===== src/rtl/edett_pkg.sv =====
// Package for the earliest-deadline event timer table.
// Holds the item types, the slot record, the edit command, op and status codes and sizes.
// Used by every module of the block; depends on nothing.
package edett_pkg;

   // Number of slots in the table; handles and cancel indexing rely on a power of two.
   localparam int SLOTS = 16;
   localparam int IDX_W = $clog2(SLOTS);

   // Operation codes.
   localparam logic [2:0] OP_TICK       = 3'd0;
   localparam logic [2:0] OP_SCHED_ONCE = 3'd1;
   localparam logic [2:0] OP_SCHED_REP  = 3'd2;
   localparam logic [2:0] OP_CANCEL_HND = 3'd3;
   localparam logic [2:0] OP_CANCEL_TGT = 3'd4;

   // Status codes.
   localparam logic [1:0] ST_OK     = 2'd0;
   localparam logic [1:0] ST_FULL   = 2'd1;
   localparam logic [1:0] ST_NO_TGT = 2'd2;

   typedef struct packed {
      logic [2:0]  op;
      logic [63:0] now_time;
      logic [63:0] due_time;
      logic [63:0] period;
      logic [7:0]  target_id;
      logic [31:0] message_tag;
      logic [31:0] cancel_handle;
   } req_type;

   typedef struct packed {
      logic [1:0]  status;
      logic        fired;
      logic [31:0] new_handle;
      logic [7:0]  fire_target;
      logic [31:0] fire_message;
   } rsp_type;

   // One slot of the table.
   typedef struct packed {
      logic [7:0]  target;
      logic [31:0] message;
      logic [63:0] due;
      logic [63:0] period;
      logic        repeats;
      logic [31:0] handle;
   } slot_type;

   // Edit command handed to the head editor during the apply pass.
   typedef struct packed {
      logic             apply;
      logic             fire;
      logic [IDX_W-1:0] fire_idx;
      logic             place;
      logic [IDX_W-1:0] place_idx;
      logic [31:0]      place_handle;
   } edit_type;

endpackage


===== src/rtl/earliest_deadline_event_timer_table_top.sv =====
// Top level of the earliest-deadline event timer table.
// Holds the sequencer, the chain of slot cells and the head editor.
// Depends on edett_pkg, edett_cell and edett_edit.

// The slot records sit in a ring of cells that rotates by one slot per cycle
// during the scan and apply passes. Each item is accepted, then a scan pass
// over the ring finds the earliest valid due time and the lowest free slot,
// an apply pass rotates the ring once more while the head editor changes the
// slot or slots the item touches, and the result is loaded. One item is
// worked at a time; the next item is taken once the result is loaded into the
// output register, and may enter while that result still waits to be taken.
module earliest_deadline_event_timer_table_top (
   input  logic               clock,
   input  logic               reset,
   input  logic               req_valid,
   output logic               req_stall,
   input  edett_pkg::req_type req_item,
   output logic               rsp_valid,
   input  logic               rsp_stall,
   output edett_pkg::rsp_type rsp_item
);

   typedef enum logic [1:0] {IDLE, SCAN, APPLY, DONE} state_type;

   state_type                  state_ff;
   logic [edett_pkg::IDX_W-1:0] step_ff;
   edett_pkg::req_type         item_ff;
   logic                       found_ff;
   logic [edett_pkg::IDX_W-1:0] best_idx_ff;
   logic [63:0]                best_due_ff;
   logic [7:0]                 best_target_ff;
   logic [31:0]                best_msg_ff;
   logic                       free_found_ff;
   logic [edett_pkg::IDX_W-1:0] free_idx_ff;
   logic [31:0]                counter_ff;
   logic                       rsp_valid_ff;
   edett_pkg::rsp_type         rsp_ff;

   edett_pkg::slot_type        chain [edett_pkg::SLOTS];
   edett_pkg::slot_type        edited;
   edett_pkg::edit_type        cmd;
   edett_pkg::rsp_type         rsp_in;
   logic                       shift;
   logic                       last_step;
   logic                       fire;
   logic                       is_sched;
   logic                       load_rsp;

   assign shift     = (state_ff == SCAN) || (state_ff == APPLY);
   assign last_step = (step_ff == edett_pkg::IDX_W'(edett_pkg::SLOTS - 1));
   assign fire      = found_ff && (best_due_ff < item_ff.now_time);
   assign is_sched  = (item_ff.op == edett_pkg::OP_SCHED_ONCE) ||
                      (item_ff.op == edett_pkg::OP_SCHED_REP);
   assign load_rsp  = (state_ff == DONE) && (!rsp_valid_ff || !rsp_stall);

   // Edit command for the apply pass.
   always_comb begin
      cmd.apply        = (state_ff == APPLY);
      cmd.fire         = fire;
      cmd.fire_idx     = best_idx_ff;
      cmd.place        = free_found_ff;
      cmd.place_idx    = free_idx_ff;
      cmd.place_handle = counter_ff + 32'(free_idx_ff);
   end

   // Ring of cells; the head record goes through the editor to the tail.
   for (genvar g = 0; g < edett_pkg::SLOTS; g++) begin : g_cell
      edett_pkg::slot_type nxt;
      if (g == edett_pkg::SLOTS - 1) begin : g_tail
         assign nxt = edited;
      end else begin : g_mid
         assign nxt = chain[g + 1];
      end
      edett_cell u_cell (
         .clock   (clock),
         .reset   (reset),
         .shift   (shift),
         .rec_in  (nxt),
         .rec_out (chain[g])
      );
   end

   edett_edit u_edit (
      .head (chain[0]),
      .idx  (step_ff),
      .item (item_ff),
      .cmd  (cmd),
      .rec  (edited)
   );

   // Result of the finished item.
   always_comb begin
      rsp_in = '0;
      case (item_ff.op) inside
         edett_pkg::OP_TICK: begin
            if (fire) begin
               rsp_in.fired        = 1'b1;
               rsp_in.fire_target  = best_target_ff;
               rsp_in.fire_message = best_msg_ff;
            end
         end
         edett_pkg::OP_SCHED_ONCE, edett_pkg::OP_SCHED_REP: begin
            if (free_found_ff) begin
               rsp_in.new_handle = cmd.place_handle;
            end else begin
               rsp_in.status = edett_pkg::ST_FULL;
            end
         end
         edett_pkg::OP_CANCEL_TGT: begin
            if (item_ff.target_id == '0) begin
               rsp_in.status = edett_pkg::ST_NO_TGT;
            end
         end
         default: begin
         end
      endcase
   end

   // Sequencer: scan pass, apply pass, then hand the result over.
   always_ff @(posedge clock) begin
      if (reset) begin
         state_ff      <= IDLE;
         step_ff       <= '0;
         counter_ff    <= '0;
         rsp_valid_ff  <= 1'b0;
         found_ff      <= 1'b0;
         free_found_ff <= 1'b0;
      end else begin
         // The output register fills from a finished item or empties when taken.
         if (load_rsp) begin
            rsp_valid_ff <= 1'b1;
         end else if (rsp_valid_ff && !rsp_stall) begin
            rsp_valid_ff <= 1'b0;
         end
         unique case (state_ff)
            IDLE: begin
               if (req_valid) begin
                  item_ff       <= req_item;
                  found_ff      <= 1'b0;
                  free_found_ff <= 1'b0;
                  step_ff       <= '0;
                  state_ff      <= SCAN;
               end
            end
            SCAN: begin
               if (chain[0].target != '0 &&
                   (!found_ff || chain[0].due < best_due_ff)) begin
                  found_ff       <= 1'b1;
                  best_idx_ff    <= step_ff;
                  best_due_ff    <= chain[0].due;
                  best_target_ff <= chain[0].target;
                  best_msg_ff    <= chain[0].message;
               end
               if (chain[0].target == '0 && !free_found_ff) begin
                  free_found_ff <= 1'b1;
                  free_idx_ff   <= step_ff;
               end
               step_ff <= step_ff + 1'b1;
               if (last_step) begin
                  state_ff <= APPLY;
               end
            end
            APPLY: begin
               step_ff <= step_ff + 1'b1;
               if (last_step) begin
                  state_ff <= DONE;
               end
            end
            DONE: begin
               // The handle counter moves on once the handle is in the result.
               if (load_rsp) begin
                  rsp_ff   <= rsp_in;
                  state_ff <= IDLE;
                  if (is_sched && free_found_ff) begin
                     counter_ff <= counter_ff + 32'(edett_pkg::SLOTS);
                  end
               end
            end
            default: begin
               state_ff <= IDLE;
            end
         endcase
      end
   end

   assign req_stall = (state_ff != IDLE);
   assign rsp_valid = rsp_valid_ff;
   assign rsp_item  = rsp_ff;

   // The step counter rests at zero between items.
   a_step_idle: assert property (@(posedge clock) disable iff (reset)
      (state_ff == IDLE) |-> (step_ff == '0))
      else $error("step counter not at zero while idle");

   // Handles keep the slot index in their low bits.
   a_counter_align: assert property (@(posedge clock) disable iff (reset)
      counter_ff[edett_pkg::IDX_W-1:0] == '0)
      else $error("handle counter lost its alignment");

   // A firing always reports ok status.
   a_fire_ok: assert property (@(posedge clock) disable iff (reset)
      (rsp_valid_ff && rsp_ff.fired) |-> (rsp_ff.status == edett_pkg::ST_OK))
      else $error("fired result with error status");

endmodule


===== src/rtl/edett_cell.sv =====
// One cell of the rotating slot chain.
// Holds a slot record and takes its neighbor's record on every shift cycle.
// Depends on edett_pkg.
module edett_cell (
   input  logic                clock,
   input  logic                reset,
   input  logic                shift,
   input  edett_pkg::slot_type rec_in,
   output edett_pkg::slot_type rec_out
);

   edett_pkg::slot_type rec_ff;

   // Reset frees the slot and clears its handle and recurrent flag.
   // The payload fields keep whatever they hold until first written.
   always_ff @(posedge clock) begin
      if (reset) begin
         rec_ff.target  <= '0;
         rec_ff.repeats <= 1'b0;
         rec_ff.handle  <= '0;
      end else if (shift) begin
         rec_ff <= rec_in;
      end
   end

   assign rec_out = rec_ff;

endmodule


===== src/rtl/edett_edit.sv =====
// Head editor of the slot chain.
// Applies the current item's change to the record leaving the head cell.
// Depends on edett_pkg.
module edett_edit (
   input  edett_pkg::slot_type       head,
   input  logic [edett_pkg::IDX_W-1:0] idx,
   input  edett_pkg::req_type        item,
   input  edett_pkg::edit_type       cmd,
   output edett_pkg::slot_type       rec
);

   always_comb begin
      rec = head;
      if (cmd.apply) begin
         case (item.op) inside
            edett_pkg::OP_TICK: begin
               // Fired slot: rearm a recurrent event, free a one-shot one.
               if (cmd.fire && idx == cmd.fire_idx) begin
                  if (head.repeats) begin
                     rec.due = head.due + head.period;
                  end else begin
                     rec.target = '0;
                  end
               end
            end
            edett_pkg::OP_SCHED_ONCE, edett_pkg::OP_SCHED_REP: begin
               // Fill the lowest free slot.
               if (cmd.place && idx == cmd.place_idx) begin
                  rec.target  = item.target_id;
                  rec.message = item.message_tag;
                  rec.due     = item.due_time;
                  rec.handle  = cmd.place_handle;
                  rec.repeats = (item.op == edett_pkg::OP_SCHED_REP);
                  if (item.op == edett_pkg::OP_SCHED_REP) begin
                     rec.period = item.period;
                  end
               end
            end
            edett_pkg::OP_CANCEL_HND: begin
               // The handle's low bits name the slot.
               if (idx == item.cancel_handle[edett_pkg::IDX_W-1:0] &&
                   head.handle == item.cancel_handle) begin
                  rec.target = '0;
               end
            end
            edett_pkg::OP_CANCEL_TGT: begin
               if (item.target_id != '0 && head.target == item.target_id) begin
                  rec.target = '0;
               end
            end
            default: begin
            end
         endcase
      end
   end

endmodule

===== config.mk =====
export PLATFORM = sky130hd
export DESIGN_NAME = earliest_deadline_event_timer_table_top
export DESIGN_NICKNAME = d
export VERILOG_FILES = /design/src/rtl/edett_pkg.sv /design/src/rtl/earliest_deadline_event_timer_table_top.sv /design/src/rtl/edett_cell.sv /design/src/rtl/edett_edit.sv
export SDC_FILE = /design/constraint.sdc
export NUM_CORES = 2
export LEC_CHECK = 0
export BUFFER_PORTS_ARGS = -buffer_cell sky130_fd_sc_hd__buf_2
export CORE_MARGIN = 1.5
export CORE_UTILIZATION = 35
export CTS_BUF_LIST = sky130_fd_sc_hd__clkbuf_16
export DETAILED_ROUTE_END_ITERATION = 16
export GPL_TIMING_DRIVEN = 0
export PLACE_DENSITY = 0.6
export SKIP_LAST_GASP = 1
export SLEW_MARGIN = 20
export SYNTH_ARGS = -nofsm -noshare
export SYNTH_HDL_FRONTEND = slang
export SYNTH_SLANG_ARGS = --single-unit

===== constraint.sdc =====
create_clock -name clock -period 254.2 [get_ports clock]
set_clock_uncertainty 0.05 [all_clocks]
set_input_delay 25.42 -clock clock [delete_from_list [all_inputs] [get_ports clock]]
set_output_delay 25.42 -clock clock [all_outputs]
set_load 0.05 [all_outputs]

# Word level (Yosys, flattened, before mapping)
# Index checks and enable logic that the tools add are counted.
# word_totals
reg_bits	3711
# op_classes
n_addsub	4
magnitude_cmp	2
eq_ne	19
mux	38
bitwise	3
n_reduce_logical	42
# op_table
operator	n
$mux 201	2
$mux 64	5
$mux 97	2
$lt 64x64->1	2
$add 64x64->64	1
$mux 32	2
$mux 8	8
$add 32x4->32	1
$add 32x5->32 const B	1
$eq 32x32->1	1
$reduce_and 3->1	7
$logic_not 8->1	2
$reduce_bool 8->1	2
$mux 2	7
$eq 4x4->1	3
$logic_and 1x1->1	10
$eq 8x8->1	1
$pmux 2 s4	1
$pmux 4 s2	1
$reduce_bool 2->1	4
$mux 1	7
$eq 3x2->1 const B	2
$ne 2x1->1 const B	3
$ne 2x2->1 const B	3
other kinds (17)	30

# Depth between registers and ports, before layout
# logic_depth
word_depth	8
ltp_mapped	14
mapped_depth_nobuf	13

# By module
# A second synthesis with hierarchy kept.
# unflattened
cells_unflattened	7066
area_unflattened_um2	127355.9
# modules_own_cells
module	n_inst	cells_per_inst	area_per_inst_um2	seq_area_each_um2
edett_cell	16	294	6311.1	5625.4
earliest_deadline_event_timer_table_top	1	1208	19139.6	14373.8
edett_edit	1	1154	7239.4	0.0

# Least setup slack after synthesis
# OpenSTA, ideal clock, no wires.
# synth_timing
path_type	input-to-reg
startpoint	input reset
endpoint	register g_cell[0].u_cell.rec_ff (netlist bit g_cell[0].u_cell.rec_out[100]), enable pin
setup_time_ps	5851
arrival_ps	136820
required_ps	248299
path_slack_ps	111479
cell_stages	3
path_buffers	2
path_cell_list	clkbuf_1 clkbuf_1 nor2b_1
# synth_via
elab_chain_cells	2
# synth_lines
element	line	source
start, declared	earliest_deadline_event_timer_table_top.sv:14	input logic reset,
$not 1->1 (no source line)	-	
$reduce_and 2->1 (no source line)	-	
end signal, assigned	edett_cell.sv:22	rec_ff <= rec_in;
end, declared	edett_cell.sv:12	edett_pkg::slot_type rec_ff;
# No other way between the ends.
# A chain may end at the register's enable or synchronous reset.

# Worst setup path in the final report
# layout_timing
startpoint	input reset
endpoint	register g_cell[10].u_cell.rec_ff (netlist bit g_cell[10].u_cell.rec_out[132]), enable pin
# layout_via
elab_chain_cells	2
# layout_lines
element	line
$not 1->1 (no source line)	-
$reduce_and 2->1 (no source line)	-
end signal, assigned	edett_cell.sv:22
end, declared	edett_cell.sv:12
# No other way between the ends.

==> impl_metrics.py <==
metrics = {
    "synthesis": {
        "synth_flop_cell": "edfxtp_1",
        "synth_edf_count": 3014,
        "async_flop_share_pct": 0,
        "synth.yosys.seq_area_share_pct": 83.1,
        "ys_ff_latch": 3707,
        "ys_types": 80,
        "synthesis.nets": 7458,
        "synth_area_mm2": 0.126,
        "avgSynthCellArea_um2": 18.0,
        "syn_inst": 6990,
        "ys_warn_count": 0,
    },
    "cts": {
        "h-tree-depth": 5,
        "post_cts_resized": 0,
        "cts_tree": "yes",
        "cts_root_buffer": "clkbuf_16",
        "clock_latency_ps": 980,
        "clk_pin_slew_ps": 60,
        "hold_buffers": 0,
        "cts.sinks": 3707,
        "cts_setup_buffers": 0,
        "clockBufferDepth": 4,
        "numCtsBuffers": 376,
    },
    "sta": {
        "tns_ps": 0,
        "slew_viol_final": 0,
        "setup_viol": 0,
        "grt_setup_unrepaired": "no",
        "post-route-min-period_ps": 29190,
        "period_share_pct": 11.5,
        "slew_headroom_pct": 21.9,
        "fmaxAchievable_ghz": 0.0343,
        "worst_pin_slew_ps": 1170,
        "hold_violations": 0,
    },
    "place": {
        "dp.final_hpwl_mm": 183,
        "gp_congestion": 0.879,
        "place_inst": 12223,
        "portBuffers": 346,
    },
    "pwr": {
        "power_frac_clock_pct": 31.1,
        "p_total_uw": 1740,
        "p_int_uw": 1270,
        "power_density_mw_per_mm2": 11.7,
        "p_leak_uw": 0.0518,
        "combPwrFrac_pct": 17.2,
        "ir_worst_vdd_uv": 6.34,
        "power.switching_uw": 469,
        "swShare_pct": 26.9,
        "pwr-share-seq_pct": 51.8,
    },
    "routing": {
        "drt-initial-drc-count": 5056,
        "wl_per_cell_um": 20.1,
        "first_pass_iters": 6,
        "drc_errors": 0,
        "num_vias": 59973,
        "postRouteWirelength_mm": 260,
        "postRouteAntennaNets": 0,
        "routed_via_density": 4.64,
    },
    "floorplanning": {
        "dieWidth_um": 602,
        "dieHeight_um": 602,
        "design.die.area_mm2": 0.363,
        "rows": 219,
        "fp.coreArea_mm2": 0.356,
        "ios": 348,
        "start_util_pct": 35.3,
    },
    "outcome": {
        "status": "completed",
    },
    "cells_and_area": {
        "drive_above_1_share_pct": 14.0,
        "fin_cells": 12932,
        "nNetsFinal": 8318,
        "final_cell_mix": "3014 x edfxtp_1, 797 x nor2_1, 693 x dfxtp_1",
        "area_growth_pct": 18.4,
        "final_common_cell": "edfxtp_1",
    },
    "critical_path": {
        "worstSetupStartpointType": "input pin",
        "slowest_delay_ps": 790,
        "slowest_stage": "nor2b_4",
        "crit_type": "input pin to flip-flop",
        "arrival_ps": 29790,
        "required_ps": 254810,
        "path_delay_family": "buffers and inverters",
        "worstPathMaxFanout": 29,
        "path_cells": "clkbuf_1 -> clkbuf_1 -> nor2b_4 -> buf_12 -> buf_12 -> buf_16 -> buf_16 -> buf_16 -> buf_16 -> buf_12 -> buf_16 -> buf_12 -> buf_16 -> buf_12 -> buf_16 -> buf_16 -> buf_16",
        "crit_buf_inv": 16,
        "critPathCaptureType": "flip-flop",
        "crit_path_frequent_cell": "buf_16",
    },
    "job": {
        "maxCapViolCount": 0,
    },
    "global_routing": {
        "grt_antenna_before_repair": 32,
        "grt-ovfl-total": 0,
        "grt_max_degree": 34,
        "groute.usage.overall_pct": 14.1,
        "grt_pass1_vias": 59284,
        "grt_pass1_wl_mm": 385,
    },
    "hold_path": {
        "holdCritPathClass": "flip-flop to flip-flop",
    },
}
-- through the flow --
step | util, % | setup WS, ps | hold slack [ps] | cell area [µm²]
after global routing | 41.7 | 224800 | 303 | 149000
final | 41.7 | 225010 | 286 | 149000
after floorplan | - | 111480 | 350 | 126000
after global placement | 37.4 | 74630 | 350 | 133000
after CTS | 41.7 | 225110 | 288 | 149000
after detailed placement | 38.3 | 224060 | 355 | 137000
-- worst reg2reg max path: stages, from the launching register on --
cell and delay (ps):
dfxtp_1 400, inv_1 110, ha_1 310, clkbuf_1 790, clkbuf_1 720, clkbuf_1 460, nor2b_4 740, buf_12 270
buf_12 240, buf_16 190, buf_16 170, buf_16 200, buf_16 190, buf_12 220, buf_16 210, buf_12 230
buf_16 200, buf_12 200, buf_16 190, buf_16 190, buf_16 190
-- layout make-up --
cell class | instances | area (µm²)
sequential | 3707 | 104000
antenna | 13 | 32.5
buffer | 230 | 886
inverter | 144 | 541
fill | 31217 | 208000
timing repair buffer | 482 | 4870
tap | 4751 | 5940
clock buffer | 379 | 9480
multi-input combinational | 2909 | 20000
clock inverter | 317 | 2720
-- kinds of logic after synthesis --
family / count (synthesis) / share of synthesized area, %
buf+inv: 374 / 1.13
mux: 692 / 5.58
flops: 3707 / 83.1
compound gates: 533 / 2.76
xor+xnor: 129 / 0.899
simple gates: 1358 / 4.62
fa+ha+maj: 197 / 1.97
-- path summary, 6_finish.rpt --
path / end / slack (ps) / startpoint / depth (start not counted)
hold reg to reg: g_cell[3].u_cell.rec_out[148] / 290 / g_cell[4].u_cell.rec_out[148] / 0
setup reg to reg: g_cell[10].u_cell.rec_out[132] / 247470 / state_ff[1] / 20
setup / recovery: g_cell[10].u_cell.rec_out[132] / 225010 / reset / 17
hold / removal: g_cell[3].u_cell.rec_out[148] / 290 / g_cell[4].u_cell.rec_out[148] / 0
-- sequential cells by signal, indices dropped and copies added, names as in the netlist, 8 cells and up --
register / count
g_cell.u_cell.rec_out: 3216
item_ff: 267
rsp_item: 75
best_due_ff: 64
best_msg_ff: 32
counter_ff: 28
best_target_ff: 8
-- metal layers --
metal | track usage (%) | share of wire (%) | routed length, µm | vias to the layer above
li1 | - | - | - | 27936
met1 | 20.2 | 46 | 120000 | 30048
met2 | 21.6 | 45 | 117000 | 1475
met3 | 2.02 | 4.6 | 12000 | 514
met4 | 5.93 | 4.2 | 10800 | 0
met5 | 0 | 0 | 0 | -
-- Yosys cell counts, types with 3 or more instances --
cell	count	area [µm²]
clkbuf_1	156	586
a21o_1	56	420
inv_1	144	541
o21ai_0	97	485
a21oi_1	149	746
buf_1	65	244
a31oi_1	14	87.6
a21oi_2	3	26.3
a21boi_0	4	30.0
nor2b_1	21	131
xor2_1	78	683
and4_1	3	26.3
nand4_1	44	275
nand3_1	42	210
a211oi_1	26	195
nor3_1	18	90.1
ha_1	196	2450
nor2_1	798	3000
o22a_1	3	26.3
and2_1	81	507
o21ai_1	8	40.0
buf_2	7	35.0
dfxtp_1	693	13900
o22ai_1	30	188
xnor2_1	51	447
edfxtp_1	3014	90500
o21bai_1	12	90.1
a22oi_1	35	263
nand2b_1	16	100
and3_1	12	75.1
nor4_1	19	119
o31ai_1	7	52.6
mux2i_1	625	6260
or3_1	11	68.8
nand2_1	274	1030
nand4b_1	3	26.3
a221oi_1	4	35.0
a221o_1	5	50.1
a311oi_1	32	280
o211ai_1	11	82.6
o21a_1	8	60.1
mux2_2	66	743
-- power by group through the flow --
stage	combinational, µW	sequential (µW)	clock [µW]
6_report	299	901	541
5_1_grt	324	915	580
4_1_cts	301	904	556
3_5_place_dp	300	915	0
3_3_place_gp	247	1810	0
2_1_floorplan	188	1570	0
Note: power is estimated with default switching activity, not from simulation.
